--- src/jsu_pkg.sv ---
// Shared types, codes and helper functions of the JSON string unescaper.
package jsu_pkg;

  localparam int unsigned MaxItems = 3;

  typedef enum logic [2:0] {
    PH_PLAIN = 3'd0,
    PH_ESC   = 3'd1,
    PH_HEX0  = 3'd2,
    PH_HEX1  = 3'd3,
    PH_HEX2  = 3'd4,
    PH_HEX3  = 3'd5
  } phase_e;

  typedef enum logic [2:0] {
    ST_DATA   = 3'd0,
    ST_CLOSED = 3'd1,
    ST_UNTERM = 3'd2,
    ST_BADESC = 3'd3,
    ST_BADHEX = 3'd4
  } status_e;

  localparam logic [7:0] ChQuote = 8'h22;
  localparam logic [7:0] ChBslash = 8'h5C;
  localparam logic [7:0] ChSlash = 8'h2F;
  localparam logic [7:0] ChNul = 8'h00;
  localparam logic [7:0] ChLowerU = 8'h75;

  // Result items caused by one input item; bytes[0] goes out first.
  typedef struct packed {
    logic [1:0]                    cnt;
    status_e                       status;
    logic [MaxItems-1:0][7:0]      bytes;
  } jsu_grp_t;

  // Bit 4 set means the byte is not a hex digit.
  function automatic logic [4:0] hex_value(input logic [7:0] c);
    logic [4:0] v;
    v = 5'h10;
    if (c >= 8'h30 && c <= 8'h39) v = {1'b0, 4'(c - 8'h30)};
    else if (c >= 8'h41 && c <= 8'h46) v = {1'b0, 4'(c - 8'h37)};
    else if (c >= 8'h61 && c <= 8'h66) v = {1'b0, 4'(c - 8'h57)};
    return v;
  endfunction

endpackage

--- src/jsu_decode.sv ---
// Escape phase tracking and decode of one byte into its group of result items.
module jsu_decode (
  input  logic             clk_i,
  input  logic             rst_ni,
  input  logic             adv_i,
  input  logic [7:0]       byte_i,
  output jsu_pkg::jsu_grp_t grp_o
);
  import jsu_pkg::*;

  phase_e      phase_q, phase_d;
  logic [11:0] acc_q, acc_d;
  logic [4:0]  hv;
  logic [15:0] cp;

  assign hv = hex_value(byte_i);
  assign cp = {acc_q, hv[3:0]};

  always_comb begin
    grp_o   = '{cnt: 2'd0, status: ST_DATA, bytes: '0};
    phase_d = phase_q;
    acc_d   = acc_q;
    unique case (phase_q)
      PH_ESC: begin
        phase_d    = PH_PLAIN;
        grp_o.cnt  = 2'd1;
        case (byte_i)
          ChQuote:  grp_o.bytes[0] = ChQuote;
          ChBslash: grp_o.bytes[0] = ChBslash;
          ChSlash:  grp_o.bytes[0] = ChSlash;
          8'h62:    grp_o.bytes[0] = 8'h08;
          8'h66:    grp_o.bytes[0] = 8'h0C;
          8'h6E:    grp_o.bytes[0] = 8'h0A;
          8'h72:    grp_o.bytes[0] = 8'h0D;
          8'h74:    grp_o.bytes[0] = 8'h09;
          ChLowerU: begin
            phase_d   = PH_HEX0;
            acc_d     = '0;
            grp_o.cnt = 2'd0;
          end
          default: begin
            acc_d        = '0;
            grp_o.status = ST_BADESC;
          end
        endcase
      end
      PH_HEX0, PH_HEX1, PH_HEX2: begin
        if (hv[4]) begin
          phase_d      = PH_PLAIN;
          acc_d        = '0;
          grp_o.cnt    = 2'd1;
          grp_o.status = ST_BADHEX;
        end else begin
          phase_d = phase_e'(phase_q + 3'd1);
          acc_d   = {acc_q[7:0], hv[3:0]};
        end
      end
      PH_HEX3: begin
        phase_d = PH_PLAIN;
        acc_d   = '0;
        if (hv[4]) begin
          grp_o.cnt    = 2'd1;
          grp_o.status = ST_BADHEX;
        end else if (cp[15:7] == '0) begin
          grp_o.cnt      = 2'd1;
          grp_o.bytes[0] = {1'b0, cp[6:0]};
        end else if (cp[15:11] == '0) begin
          grp_o.cnt      = 2'd2;
          grp_o.bytes[0] = {3'b110, cp[10:6]};
          grp_o.bytes[1] = {2'b10, cp[5:0]};
        end else begin
          grp_o.cnt      = 2'd3;
          grp_o.bytes[0] = {4'b1110, cp[15:12]};
          grp_o.bytes[1] = {2'b10, cp[11:6]};
          grp_o.bytes[2] = {2'b10, cp[5:0]};
        end
      end
      default: begin
        // Plain content; the unused phase codes fall in here as well.
        phase_d   = PH_PLAIN;
        grp_o.cnt = 2'd1;
        if (byte_i == ChQuote) begin
          acc_d        = '0;
          grp_o.status = ST_CLOSED;
        end else if (byte_i == ChNul) begin
          acc_d        = '0;
          grp_o.status = ST_UNTERM;
        end else if (byte_i == ChBslash) begin
          phase_d   = PH_ESC;
          grp_o.cnt = 2'd0;
        end else begin
          grp_o.bytes[0] = byte_i;
        end
      end
    endcase
  end

  always_ff @(posedge clk_i or negedge rst_ni) begin
    if (!rst_ni) begin
      phase_q <= PH_PLAIN;
      acc_q   <= '0;
    end else if (adv_i) begin
      phase_q <= phase_d;
      acc_q   <= acc_d;
    end
  end

`ifndef NO_ASSERTIONS
  a_phase_range: assert property (@(posedge clk_i) disable iff (!rst_ni)
    phase_q <= PH_HEX3)
    else $error("escape phase left the defined codes");
`endif

endmodule

--- src/jsu_out_buf.sv ---
// Result register that hands out a group of up to three items one per cycle while stall_i is low.
module jsu_out_buf (
  input  logic              clk_i,
  input  logic              rst_ni,
  input  logic              load_i,
  input  jsu_pkg::jsu_grp_t grp_i,
  output logic              free_o,
  output logic              valid_o,
  input  logic              stall_i,
  output logic [7:0]        out_byte_o,
  output logic [2:0]        status_o,
  output logic              last_o
);
  import jsu_pkg::*;

  jsu_grp_t   grp_q;
  logic       vld_q;
  logic [1:0] idx_q;

  assign valid_o    = vld_q;
  assign last_o     = (idx_q == grp_q.cnt - 2'd1);
  assign out_byte_o = grp_q.bytes[idx_q];
  assign status_o   = grp_q.status;
  // The buffer can take a new group when empty or when its final item leaves now.
  assign free_o     = !vld_q || (!stall_i && last_o);

  always_ff @(posedge clk_i or negedge rst_ni) begin
    if (!rst_ni) begin
      vld_q <= 1'b0;
      idx_q <= '0;
    end else if (load_i) begin
      vld_q <= 1'b1;
      idx_q <= '0;
    end else if (vld_q && !stall_i) begin
      if (last_o) begin
        vld_q <= 1'b0;
      end else begin
        idx_q <= idx_q + 2'd1;
      end
    end
  end

  always_ff @(posedge clk_i) begin
    if (load_i) begin
      grp_q <= grp_i;
    end
  end

`ifndef NO_ASSERTIONS
  a_idx_in_group: assert property (@(posedge clk_i) disable iff (!rst_ni)
    vld_q |-> (grp_q.cnt != 2'd0 && idx_q < grp_q.cnt))
    else $error("item index outside its group");
  a_status_alone: assert property (@(posedge clk_i) disable iff (!rst_ni)
    (vld_q && grp_q.status != ST_DATA) |-> (grp_q.cnt == 2'd1 && out_byte_o == 8'h00))
    else $error("status item not alone or carries data");
  a_load_when_free: assert property (@(posedge clk_i) disable iff (!rst_ni)
    load_i |-> free_o)
    else $error("group loaded over items not yet taken");
`endif

endmodule

--- src/json_string_unescaper.sv ---
// Top level of the JSON string unescaper: input register, decoder and result buffer.
//
//   channel  direction  handshake         payload
//   input    in         valid_i/stall_o   text_byte_i
//   result   out        valid_o/stall_i   out_byte_o, status_o, last_o
//
// An accepted item is held in the input register and decoded into the result
// buffer, which registers the group of results before the first one shows.
// One item is taken per cycle while each gives at most one result and stall_i is
// low; a \u escape that yields two or three UTF-8 bytes holds the input while
// the result buffer hands them out. Reset returns the phase to plain content.
// A stall on the result side backs up through the buffer into stall_o.
module json_string_unescaper (
  input  logic       clk_i,
  input  logic       rst_ni,
  input  logic       valid_i,
  output logic       stall_o,
  input  logic [7:0] text_byte_i,
  output logic       valid_o,
  input  logic       stall_i,
  output logic [7:0] out_byte_o,
  output logic [2:0] status_o,
  output logic       last_o
);
  import jsu_pkg::*;

  logic     in_vld_q;
  logic [7:0] byte_q;
  logic     in_adv;
  logic     buf_free;
  jsu_grp_t grp;

  // Items with no result move on even while the buffer is still busy.
  assign in_adv  = in_vld_q && (grp.cnt == 2'd0 || buf_free);
  assign stall_o = in_vld_q && !in_adv;

  always_ff @(posedge clk_i or negedge rst_ni) begin
    if (!rst_ni) begin
      in_vld_q <= 1'b0;
    end else if (valid_i && !stall_o) begin
      in_vld_q <= 1'b1;
    end else if (in_adv) begin
      in_vld_q <= 1'b0;
    end
  end

  always_ff @(posedge clk_i) begin
    if (valid_i && !stall_o) begin
      byte_q <= text_byte_i;
    end
  end

  jsu_decode u_decode (
    .clk_i  (clk_i),
    .rst_ni (rst_ni),
    .adv_i  (in_adv),
    .byte_i (byte_q),
    .grp_o  (grp)
  );

  jsu_out_buf u_out_buf (
    .clk_i      (clk_i),
    .rst_ni     (rst_ni),
    .load_i     (in_adv && grp.cnt != 2'd0),
    .grp_i      (grp),
    .free_o     (buf_free),
    .valid_o    (valid_o),
    .stall_i    (stall_i),
    .out_byte_o (out_byte_o),
    .status_o   (status_o),
    .last_o     (last_o)
  );

endmodule

--- config.mk ---
export PLATFORM = sky130hd
export DESIGN_NAME = json_string_unescaper
export DESIGN_NICKNAME = d
export VERILOG_FILES = /design/src/jsu_pkg.sv /design/src/jsu_decode.sv /design/src/jsu_out_buf.sv /design/src/json_string_unescaper.sv
export SDC_FILE = /design/constraint.sdc
export NUM_CORES = 1
export LEC_CHECK = 0
export BUFFER_PORTS_ARGS = -buffer_cell sky130_fd_sc_hd__buf_2
export CORE_MARGIN = 3
export CORE_UTILIZATION = 47
export DETAILED_ROUTE_END_ITERATION = 7
export GPL_TIMING_DRIVEN = 0
export PLACE_DENSITY = 0.65
export SLEW_MARGIN = 0
export SYNTH_ARGS = -nofsm -noshare
export SYNTH_HDL_FRONTEND = slang
export SYNTH_SLANG_ARGS = --single-unit
--- constraint.sdc ---
create_clock -name clk_i -period 5.44 [get_ports clk_i]
set_clock_uncertainty 0.1 [all_clocks]
set_input_delay 1.632 -clock clk_i [delete_from_list [all_inputs] [get_ports clk_i]]
set_output_delay 1.632 -clock clk_i [all_outputs]
set_load 0.1 [all_outputs]
# [Word-level counts from Yosys, hierarchy flattened]
# Cells that the tools add are included.
[totals] out_inout_bits=14 register_bits=56 inputBits=12 word_cells=121
[op_classes] n_eq_ne=17 addsub=6 n_bitwise=1 n_mux=46 n_reduce_logical=32 order_cmp=7
[ops] cell="equality test 8 x 7 -> 1 bit (second input constant)" count=7
[ops] cell="2-to-1 mux 8 bit" count=7
[ops] cell="one-hot mux 7 bit (8 select lines)" count=1
[ops] cell="2-to-1 mux 12 bit" count=4
[ops] cell="one-hot mux 12 bit (3 select lines)" count=1
[ops] cell="one-hot mux 8 bit (3 select lines)" count=1
[ops] cell="2-to-1 mux 2 bit" count=10
[ops] cell="binary-select mux 8 bit (select 2 bit)" count=1
[ops] cell="equality test 8 x 6 -> 1 bit (second input constant)" count=2
[ops] cell="greater-or-equal comparator 8 x 7 -> 1 bit (second input constant)" count=2
[ops] cell="less-or-equal comparator 8 x 7 -> 1 bit (second input constant)" count=2
[ops] cell="2-to-1 mux 5 bit" count=3
[ops] cell="one-hot mux 5 bit (3 select lines)" count=1
[ops] cell="2-to-1 mux 14 bit" count=1
[ops] cell="2-to-1 mux 3 bit" count=4
[ops] cell="2-to-1 mux 1 bit" count=10
[ops] cell="logical AND 1 bit" count=9
[ops] cell="zero test 9 bit" count=1
[ops] cell="one-hot mux 3 bit (3 select lines)" count=1
[ops] cell="OR reduction 9 bit" count=1
[ops] cell="greater-or-equal comparator 8 x 6 -> 1 bit (second input constant)" count=1
[ops] cell="less-or-equal comparator 8 x 6 -> 1 bit (second input constant)" count=1
[ops] cell="zero test 8 bit" count=1
[ops] cell="nonzero test 2 bit" count=4
[ops] cell="other kinds (24)" count=33

# [Depth between registers and ports, before layout]
# Gate-level depths: netlist of run 1.
[logic_depth] depth_word=15 depth_mapped=10 depth_no_buf=9

# [Cells and area by module]
# From an unflattened synthesis of run 1, not the netlist that was laid out.
[unflattened] hier_cells=332 hier_area_um2=3378.2
[modules_own_cells] mod="jsu_decode" cells_each=235 instances=1 seq_area_each_um2=375.4 area_each_um2=1799.2
[modules_own_cells] mod="jsu_out_buf" cells_each=80 instances=1 seq_area_each_um2=945.9 area_each_um2=1267.5
[modules_own_cells] mod="json_string_unescaper" cells_each=17 instances=1 seq_area_each_um2=265.3 area_each_um2=311.5

# [Worst setup path after synthesis of run 1]
# OpenSTA, ideal clock, no wires.
[synth_timing] kind="input-to-output" from="in stall_i" to="out stall_o" setup_slack_ns=0.560 n_path_buf=0 cell_stages=2 t_required_ns=3.708 t_arrival_ns=3.148 path_cell_list="o21ai_0 nor2_1"
[synth_via] elab_chain_cells=7
[synth_rtl] element="start: declaration" line_no="json_string_unescaper.sv:20" rtl="input logic stall_i,"
[synth_rtl] element="zero test 1 bit" line_no="jsu_out_buf.sv:25" rtl="assign free_o = !vld_q || (!stall_i && last_o);"
[synth_rtl] element="logical AND 1 bit" line_no="jsu_out_buf.sv:25"
[synth_rtl] element="logical OR 1 bit" line_no="jsu_out_buf.sv:25"
[synth_rtl] element="logical OR 1 bit" line_no="json_string_unescaper.sv:34" rtl="assign in_adv = in_vld_q && (grp.cnt == 2'd0 || buf_free);"
[synth_rtl] element="logical AND 1 bit" line_no="json_string_unescaper.sv:34"
[synth_rtl] element="zero test 1 bit" line_no="json_string_unescaper.sv:35" rtl="assign stall_o = in_vld_q && !in_adv;"
[synth_rtl] element="logical AND 1 bit" line_no="json_string_unescaper.sv:35"
[synth_rtl] element="end: declaration" line_no="json_string_unescaper.sv:17" rtl="output logic stall_o,"
# No other way between the ends.

==> flow_metrics.tcl, run 1 <==
set metrics [dict create \
    ys_seq_area_share_pct 48.0 \
    synth_cell_types 62 \
    htreeDepth 2 \
    worst_hold_slack_ns 0.481 \
    post_cts_buffers 0 \
    start_util_pct 49.3 \
    hold_path.class "reg -> reg" \
    required_ns 3.71 \
    core_mm2 0.00646 \
    vdd_ir_drop_max_mv 0.181 \
    r2r_start "byte_q[0]" \
    synth_top_family_by_area "simple AND/OR/NAND/NOR gates" \
    powerDensity_mw_per_mm2 568 \
    dr.pass1.iters 5 \
    regToRegSetupSlack_ns 1.88 \
    die_w_um 88.3 \
    clock_sinks 54 \
    synth_top_area_share_pct 33.0 \
    grt_first_pass_wirelength_mm 11.7 \
    dieArea_mm2 0.00779 \
    grt.total_usage_pct 19.5 \
    r2r_end "byte_q[1]" \
    synth-compound-area-share_pct 16.0 \
    io_pins 26 \
    hpwl_mm 5.31 \
    tightest_slew_ns 0.935 \
    slew_headroom_pct 36.0 \
    cts.path.max_buffers 2 \
    fmax_mhz 194 \
    grt_max_degree 20 \
    setup_ws_ns 0.289 \
    antenna_left 0 \
    rows 29 \
    hp-start "u_decode.acc_q[10]" \
    antenna_cells 0 \
    num-nets-final 366 \
    synthSimpleGateAreaFrac_pct 17.8 \
    crit_path_start_kind "flip-flop" \
    period_share_pct 94.7 \
    synth_edf_count 35 \
    total_power_w 0.00199 \
    gp_congestion 1.01 \
    dr.first_iter.drc_count 189 \
    setup_viol 0 \
    tns_ns 0 \
    synth_top_area_cell "edfxtp_1" \
    first_global_vias 2332 \
    vias_per_cell 5.86 \
    synth_cells 312 \
    fin_crit_ns 5.15 \
    cts_buffers 5 \
    avgSynthCellArea_um2 10.2 \
    fp.dieH_um 88.3 \
    arrival_ns 3.42 \
    drive_gt1_share_pct 17.3 \
    worst-r2r-cell-count 8 \
    clk_pin_slew_ns 0.10 \
    yosys_register_bits 54 \
    path_max_fanout 7 \
    clk_latency_ns 0.31 \
    path_class "reg -> out" \
    drc_errors 0 \
    async_reset_ff_share_pct 35.2 \
    whs_path_depth 2 \
    layout_commonest_cell "nand2_1" \
    hold_viol_final 0 \
    synthMuxAreaShare_pct 8.38 \
    areaGrowthSynthToFinish_pct 10.3 \
    cts_tree "done" \
    drv_cap 0 \
    yosys_warnings 0 \
    yosys.area_share.xor_xnor_pct 0.826 \
    crit_path_end_kind "output pin" \
    p_leak_nw 1.41 \
    vias 2478 \
    syn_nets 333 \
    cts-root-buf "clkbuf_8" \
    port_buffers 25 \
    min_to "u_decode.acc_q[10]" \
    final_cell_mix "38 x nand2_1, 35 x edfxtp_1, 28 x buf_2" \
    hold_buffers 0 \
    antenna_found_initial 0 \
    pre_cts_slack_ns 0.738 \
    status "completed" \
    wl_mm 7.17 \
    grt_overflow 0 \
    synth_ff_type "edfxtp_1" \
    maxSlewViolCount 0 \
    syn_area_mm2 0.00318 \
    rsz0062_at_grt "false" \
    synthTopCellsByArea "edfxtp_1 33%, dfrtp_1 15%, mux2i_1 5.7%, nand2_1 4.5%, ha_1 3.5%" \
    wl_per_cell_um 17.0 \
    cts_resized 0 \
    synthAdderAreaFrac_pct 3.54 \
    post-route-util_pct 54.3 \
]
## sequential cells by signal, summed over array words and instances, names as in the netlist
name and count:
u_decode.phase_q 3, in_vld_q 1, u_out_buf.valid_o 1, u_decode.acc_q 12, u_out_buf.status_o 3, byte_q 8, u_out_buf.idx_q 2, u_out_buf.grp_q 24
## cells by family after synthesis
group / after synthesis
xor gates and xnor gates: 3
and+or+nand+nor: 112
AOI/OAI and AO/OA: 71
buffers and inverters: 38
DFF: 54
muxes: 25
adders and majority gates: 9
## how the worst max path moves through the flow
stage / slack, ns / from / to / cells after the start
after detailed placement: 0.74 / byte_q[0] / stall_o / 9
after CTS: 0.38 / byte_q[0] / stall_o / 9
after global placement: 0.75 / byte_q[0] / stall_o / 9
after global routing: 0.02 / byte_q[0] / stall_o / 9
after floorplan: 0.56 / stall_i / stall_o / 2
final: 0.29 / byte_q[0] / stall_o / 9
## cell type report
| type | count | area (um^2) |
|---|---|---|
| fill | 600 | 2950 |
| sequential | 54 | 1530 |
| multi-input combinational | 220 | 1490 |
| timing repair buffer | 26 | 140 |
| tap | 77 | 96.3 |
| inverter | 24 | 90.1 |
| buffer | 14 | 82.6 |
| clock buffer | 6 | 72.6 |
| clock inverter | 2 | 15.0 |
## worst max-delay path, cell delays in order, from the launching register on
cell and delay (ns):
edfxtp_1 0.49, inv_1 0.17, ha_1 0.32, nand3b_1 0.17, nor4_1 0.72, nand2_1 0.20, o31a_1 0.23, o21ai_1 0.43
nor2_1 0.07, buf_2 0.31
## per-stage QoR
| step | instance area (um^2) | cells |
|---|---|---|
| floorplan | 3180 | 312 |
| global placement | 3400 | 414 |
| detailed placement | 3420 | 415 |
| CTS | 3510 | 423 |
| global route | 3510 | 423 |
| finish | 3510 | 423 |
## cell usage after synthesis (all sizes together), types with 4 or more instances
cell,instances
o21ai,17
nand3,5
inv,24
nor3,6
ha,9
nor4,4
nor2b,5
mux2,7
a211oi,6
a21oi,14
buf,11
edfxtp,35
nor2,27
o21a,4
dfrtp,19
nand2,38
mux2i,18
nand2b,6
## metal layers
layer / track usage, % / vias to the layer above / routed length, um
met5: 0 / - / 0
met4: 4.12 / 0 / 104
met3: 2.70 / 14 / 404
met2: 32.0 / 88 / 3300
li1: - / 1201 / -
met1: 27.9 / 1175 / 3360
## report_power, final
group | total, W | internal [W] | switching (W)
clock | 0.000227 | 0.0000911 | 0.000136
combinational | 0.00108 | 0.000249 | 0.000831
sequential | 0.000685 | 0.000600 | 0.0000854
(Power assumes the default switching activity.)
==> run 2: changes to the inputs <==
--- a/config.mk
+++ b/config.mk
@@ -11,6 +11,7 @@
 export DETAILED_ROUTE_END_ITERATION = 7
 export GPL_TIMING_DRIVEN = 0
 export PLACE_DENSITY = 0.65
+export RECOVER_POWER = 25
 export SLEW_MARGIN = 0
 export SYNTH_ARGS = -nofsm -noshare
 export SYNTH_HDL_FRONTEND = slang
==> flow_metrics.tcl, run 2 (synthesis results as in run 1) <==
set metrics [dict create \
    stdcell_count 423 \
    antenna_found_initial 0 \
    fin_crit_ns 5.15 \
    drive_gt1_share_pct 16.8 \
    crit_path_start_kind "flip-flop" \
    wl_per_cell_um 17.0 \
    dieArea_mm2 0.00779 \
    post_cts_buffers 0 \
    tightest_slew_ns 1.19 \
    cts_buffers 5 \
    wl_mm 7.19 \
    htreeDepth 2 \
    pre_cts_slack_ns 0.738 \
    clk_latency_ns 0.31 \
    p_leak_nw 1.41 \
    fp.dieH_um 88.3 \
    rows 29 \
    fmax_mhz 194 \
    first_global_vias 2332 \
    worst_hold_slack_ns 0.482 \
    top_regs "u_out_buf.grp_q x24, u_decode.acc_q x12, byte_q x8" \
    vias_per_cell 5.86 \
    clk_pin_slew_ns 0.10 \
    drc_errors 0 \
    grt_first_pass_wirelength_mm 11.7 \
    slew_headroom_pct 20.8 \
    n_fill_cell 602 \
    tns_ns 0 \
    total_power_w 0.00199 \
    vdd_ir_drop_max_mv 0.181 \
    crit_path_end_kind "output pin" \
    cts-root-buf "clkbuf_8" \
    port_buffers 25 \
    powerDensity_mw_per_mm2 569 \
    vias 2480 \
    required_ns 3.71 \
    die_w_um 88.3 \
    largest_reg_flops 24 \
    antenna_left 0 \
    core_mm2 0.00646 \
    path_class "reg -> out" \
    setup_ws_ns 0.286 \
    maxSlewViolCount 0 \
    start_util_pct 49.3 \
    layout_commonest_cell "nand2_1" \
    dr.pass1.iters 4 \
    antenna_cells 0 \
    grt.total_usage_pct 19.5 \
    drv_cap 0 \
    io_pins 26 \
    gp_congestion 1.01 \
    clock_sinks 54 \
    final_cell_mix "38 x nand2_1, 35 x edfxtp_1, 27 x buf_2" \
    status "completed" \
    cts.path.max_buffers 2 \
    path_max_fanout 7 \
    hold_path.class "reg -> reg" \
    grt_overflow 0 \
    cts_resized 0 \
    areaGrowthSynthToFinish_pct 10.0 \
    grt_max_degree 20 \
    dp.cells 415 \
    max_flop_register "u_out_buf.grp_q" \
    cts_tree "done" \
    period_share_pct 94.7 \
    num-nets-final 366 \
    regToRegSetupSlack_ns 1.84 \
    arrival_ns 3.42 \
    rsz0062_at_grt "false" \
    hold_buffers 0 \
    hpwl_mm 5.31 \
    hold_viol_final 0 \
    dr.first_iter.drc_count 178 \
    setup_viol 0 \
]
==> run 2: changes by cell type in the layout (fill, tap and decap cells not counted) <==
| cell | change |
|---|---|
| buf_2 | -1 |
| clkbuf_1 | +1 |
| o2111ai_1 | +1 |
| o2111ai_2 | -1 |
==> run 2: path summary, 6_finish.rpt <==
path                                    startpoint             endpoint  depth (start not counted)
worst min register to register  u_decode.acc_q[10]   u_decode.acc_q[10]                          2
min in group asynchronous                   rst_ni  u_decode.phase_q[1]                          1
max in group asynchronous                   rst_ni   u_out_buf.idx_q[0]                          1
worst min-delay path            u_decode.acc_q[10]   u_decode.acc_q[10]                          2
worst max-delay path                     byte_q[0]              stall_o                          9
worst max register to register           byte_q[1]  u_out_buf.grp_q[23]                          9
==> run 2: routing by layer <==
layer / share of wire, % / vias to the layer above / global-route usage [%]
met5: 0 / - / 0
met4: 1.7 / 0 / 4.12
met3: 5.3 / 18 / 2.70
met2: 46 / 86 / 32.0
met1: 47 / 1176 / 27.9
li1: - / 1200 / -
==> run 2: worst max-delay path, cell delays in order, from the launching register on <==
cell      delay [ns]
edfxtp_1        0.49
inv_1           0.17
ha_1            0.31
nand3b_1        0.16
nor4_1          0.72
nand2_1         0.21
o31a_1          0.23
o21ai_1         0.44
nor2_1          0.07
buf_2           0.31
==> run 2: layout make-up <==
cell class              instances  area (um^2)  share of cell area, %
multi-input cells             220         1480                   42.2
repair buffers                 26          139                   3.97
flip-flops and latches         54         1530                   43.6
clock inverters                 2         15.0                  0.429
clock buffers                   6         72.6                   2.07
well taps                      77         96.3                   2.75
inverters                      24         90.1                   2.57
plain buffers                  14         82.6                   2.36
==> run 2: per-stage QoR <==
stage	area, um^2	utilization [%]
after global routing	3500	54.2
after CTS	3510	54.3
after global placement	3400	52.7
after detailed placement	3420	53.0
after floorplan	3180	-
final	3500	54.2
==> run 2: power breakdown <==
group / internal, W / switching [W]
logic: 0.000249 / 0.000830
clock network: 0.0000911 / 0.000136
registers: 0.000600 / 0.0000855
==> run 3: changes to the inputs <==
--- a/config.mk
+++ b/config.mk
@@ -9,10 +9,9 @@
 export CORE_MARGIN = 3
 export CORE_UTILIZATION = 47
 export DETAILED_ROUTE_END_ITERATION = 7
-export GPL_TIMING_DRIVEN = 0
 export PLACE_DENSITY = 0.65
 export RECOVER_POWER = 25
-export SLEW_MARGIN = 0
+export SLEW_MARGIN = 20
 export SYNTH_ARGS = -nofsm -noshare
 export SYNTH_HDL_FRONTEND = slang
 export SYNTH_SLANG_ARGS = --single-unit
==> flow_metrics.tcl, run 3 (synthesis results as in run 1) <==
set metrics [dict create \
    layout_commonest_cell "nand2_1" \
    final_cell_mix "38 x nand2_1, 35 x edfxtp_1, 26 x nor2_1" \
    dr.pass1.iters 5 \
    crit_path_start_kind "flip-flop" \
    hpwl_mm 5.45 \
    start_util_pct 49.3 \
    max_stage_delay_ns 0.63 \
    vias_per_cell 5.96 \
    tightest_slew_ns 1.15 \
    total_power_w 0.00203 \
    setup_ws_ns 0.414 \
    clk_latency_ns 0.32 \
    dr.first_iter.drc_count 216 \
    setup_viol 0 \
    areaGrowthSynthToFinish_pct 8.81 \
    dpl_cell_area_mm2 0.00335 \
    cp_top_family "compound AO/OA/AOI/OAI gates" \
    slew_headroom_pct 23.1 \
    grt.total_usage_pct 19.8 \
    fmax_mhz 199 \
    maxSlewViolCount 0 \
    rows 29 \
    cts.path.max_buffers 2 \
    drc_errors 0 \
    core_mm2 0.00646 \
    clk_pin_slew_ns 0.10 \
    max_flop_register "u_out_buf.grp_q" \
    first_global_vias 2305 \
    grt_max_degree 28 \
    required_ns 3.71 \
    path_class "reg -> out" \
    num-nets-final 355 \
    cts_resized 0 \
    hold_buffers 0 \
    antenna_found_initial 0 \
    pre_cts_slack_ns 0.942 \
    largest_reg_flops 24 \
    cts_buffers 5 \
    fin_area_mm2 0.00346 \
    vias 2456 \
    io_pins 26 \
    hold_path.class "reg -> reg" \
    drv_cap 0 \
    powerDensity_mw_per_mm2 585 \
    fp.dieH_um 88.3 \
    hold_viol_final 0 \
    n_fill_cell 569 \
    htreeDepth 2 \
    tns_ns 0 \
    clock_sinks 54 \
    cts-root-buf "clkbuf_8" \
    grt_overflow 0 \
    path_cells "inv_1, ha_1, nor2_1, a2111oi_4, o2111ai_1, inv_1, o21ai_1, buf_4, nor2_1, buf_2" \
    cts_tree "done" \
    die_w_um 88.3 \
    worst_hold_slack_ns 0.474 \
    vdd_ir_drop_max_mv 0.184 \
    dieArea_mm2 0.00779 \
    port_buffers 25 \
    status "completed" \
    period_share_pct 92.4 \
    rsz0062_at_grt "false" \
    arrival_ns 3.29 \
    path_max_fanout 10 \
    gp_congestion 0.990 \
    top_regs "u_out_buf.grp_q x24, u_decode.acc_q x12, byte_q x8" \
    antenna_left 0 \
    grt_first_pass_wirelength_mm 11.7 \
    critPathBufInv 4 \
    antenna_cells 0 \
    crit_slowest_cell "a2111oi_4" \
    drive_gt1_share_pct 15.8 \
    p_leak_nw 1.39 \
    wl_per_cell_um 17.8 \
    fin_crit_ns 5.03 \
    post_cts_buffers 0 \
    wl_mm 7.33 \
    crit_path_end_kind "output pin" \
]
[run 3: final timing paths]
check / startpoint / end / slack [ns] / cells after the start
hold / removal: u_decode.acc_q[9] / u_decode.acc_q[9] / 0.47 / 2
hold reg to reg: u_decode.acc_q[9] / u_decode.acc_q[9] / 0.47 / 2
setup reg to reg: byte_q[1] / u_decode.acc_q[0] / 1.88 / 8
max in group asynchronous: rst_ni / u_decode.phase_q[0] / 3.15 / 1
setup / recovery: byte_q[1] / stall_o / 0.41 / 10
min in group asynchronous: rst_ni / u_decode.acc_q[3] / 1.41 / 1
[run 3: final cells by class]
class | instances | area [um^2] | share of cell area, %
Timing Repair Buffer | 29 | 154 | 4.45
Tap cell | 77 | 96.3 | 2.78
Clock inverter | 3 | 47.5 | 1.37
Clock buffer | 5 | 68.8 | 1.99
Multi-Input combinational cell | 220 | 1480 | 42.7
Sequential cell | 54 | 1530 | 44.1
Inverter | 24 | 90.1 | 2.60
[run 3: metrics by stage]
| step | instances | util (%) |
|---|---|---|
| 6_report | 412 | 53.6 |
| 5_1_grt | 412 | 53.6 |
| 4_1_cts | 412 | 53.7 |
| 3_5_place_dp | 404 | 51.9 |
| 3_3_place_gp | 404 | 51.9 |
| 2_1_floorplan | 312 | - |
[run 3: per-layer routing]
layer / track usage [%] / part of all wire [%] / up-vias / wire, um
li1: - / - / 1180 / -
met1: 27.9 / 45 / 1172 / 3310
met2: 31.4 / 48 / 95 / 3520
met3: 3.35 / 5.3 / 9 / 392
met4: 6.04 / 1.4 / 0 / 105
met5: 0 / 0 / - / 0
[run 3: power by group]
| group | leakage [nW] | switching [W] | total (W) | internal (W) |
|---|---|---|---|---|
| Combinational | 0.767 | 0.000786 | 0.00102 | 0.000230 |
| Sequential | 0.568 | 0.000127 | 0.000727 | 0.000600 |
| Clock | 0.0587 | 0.000144 | 0.000284 | 0.000140 |
| Total | 1.39 | 0.00106 | 0.00203 | 0.000970 |
[run 3: worst min-delay path, stage by stage (launching register included)]
cell     delay [ns]
dfrtp_1        0.39
inv_1          0.08
mux2i_1        0.07
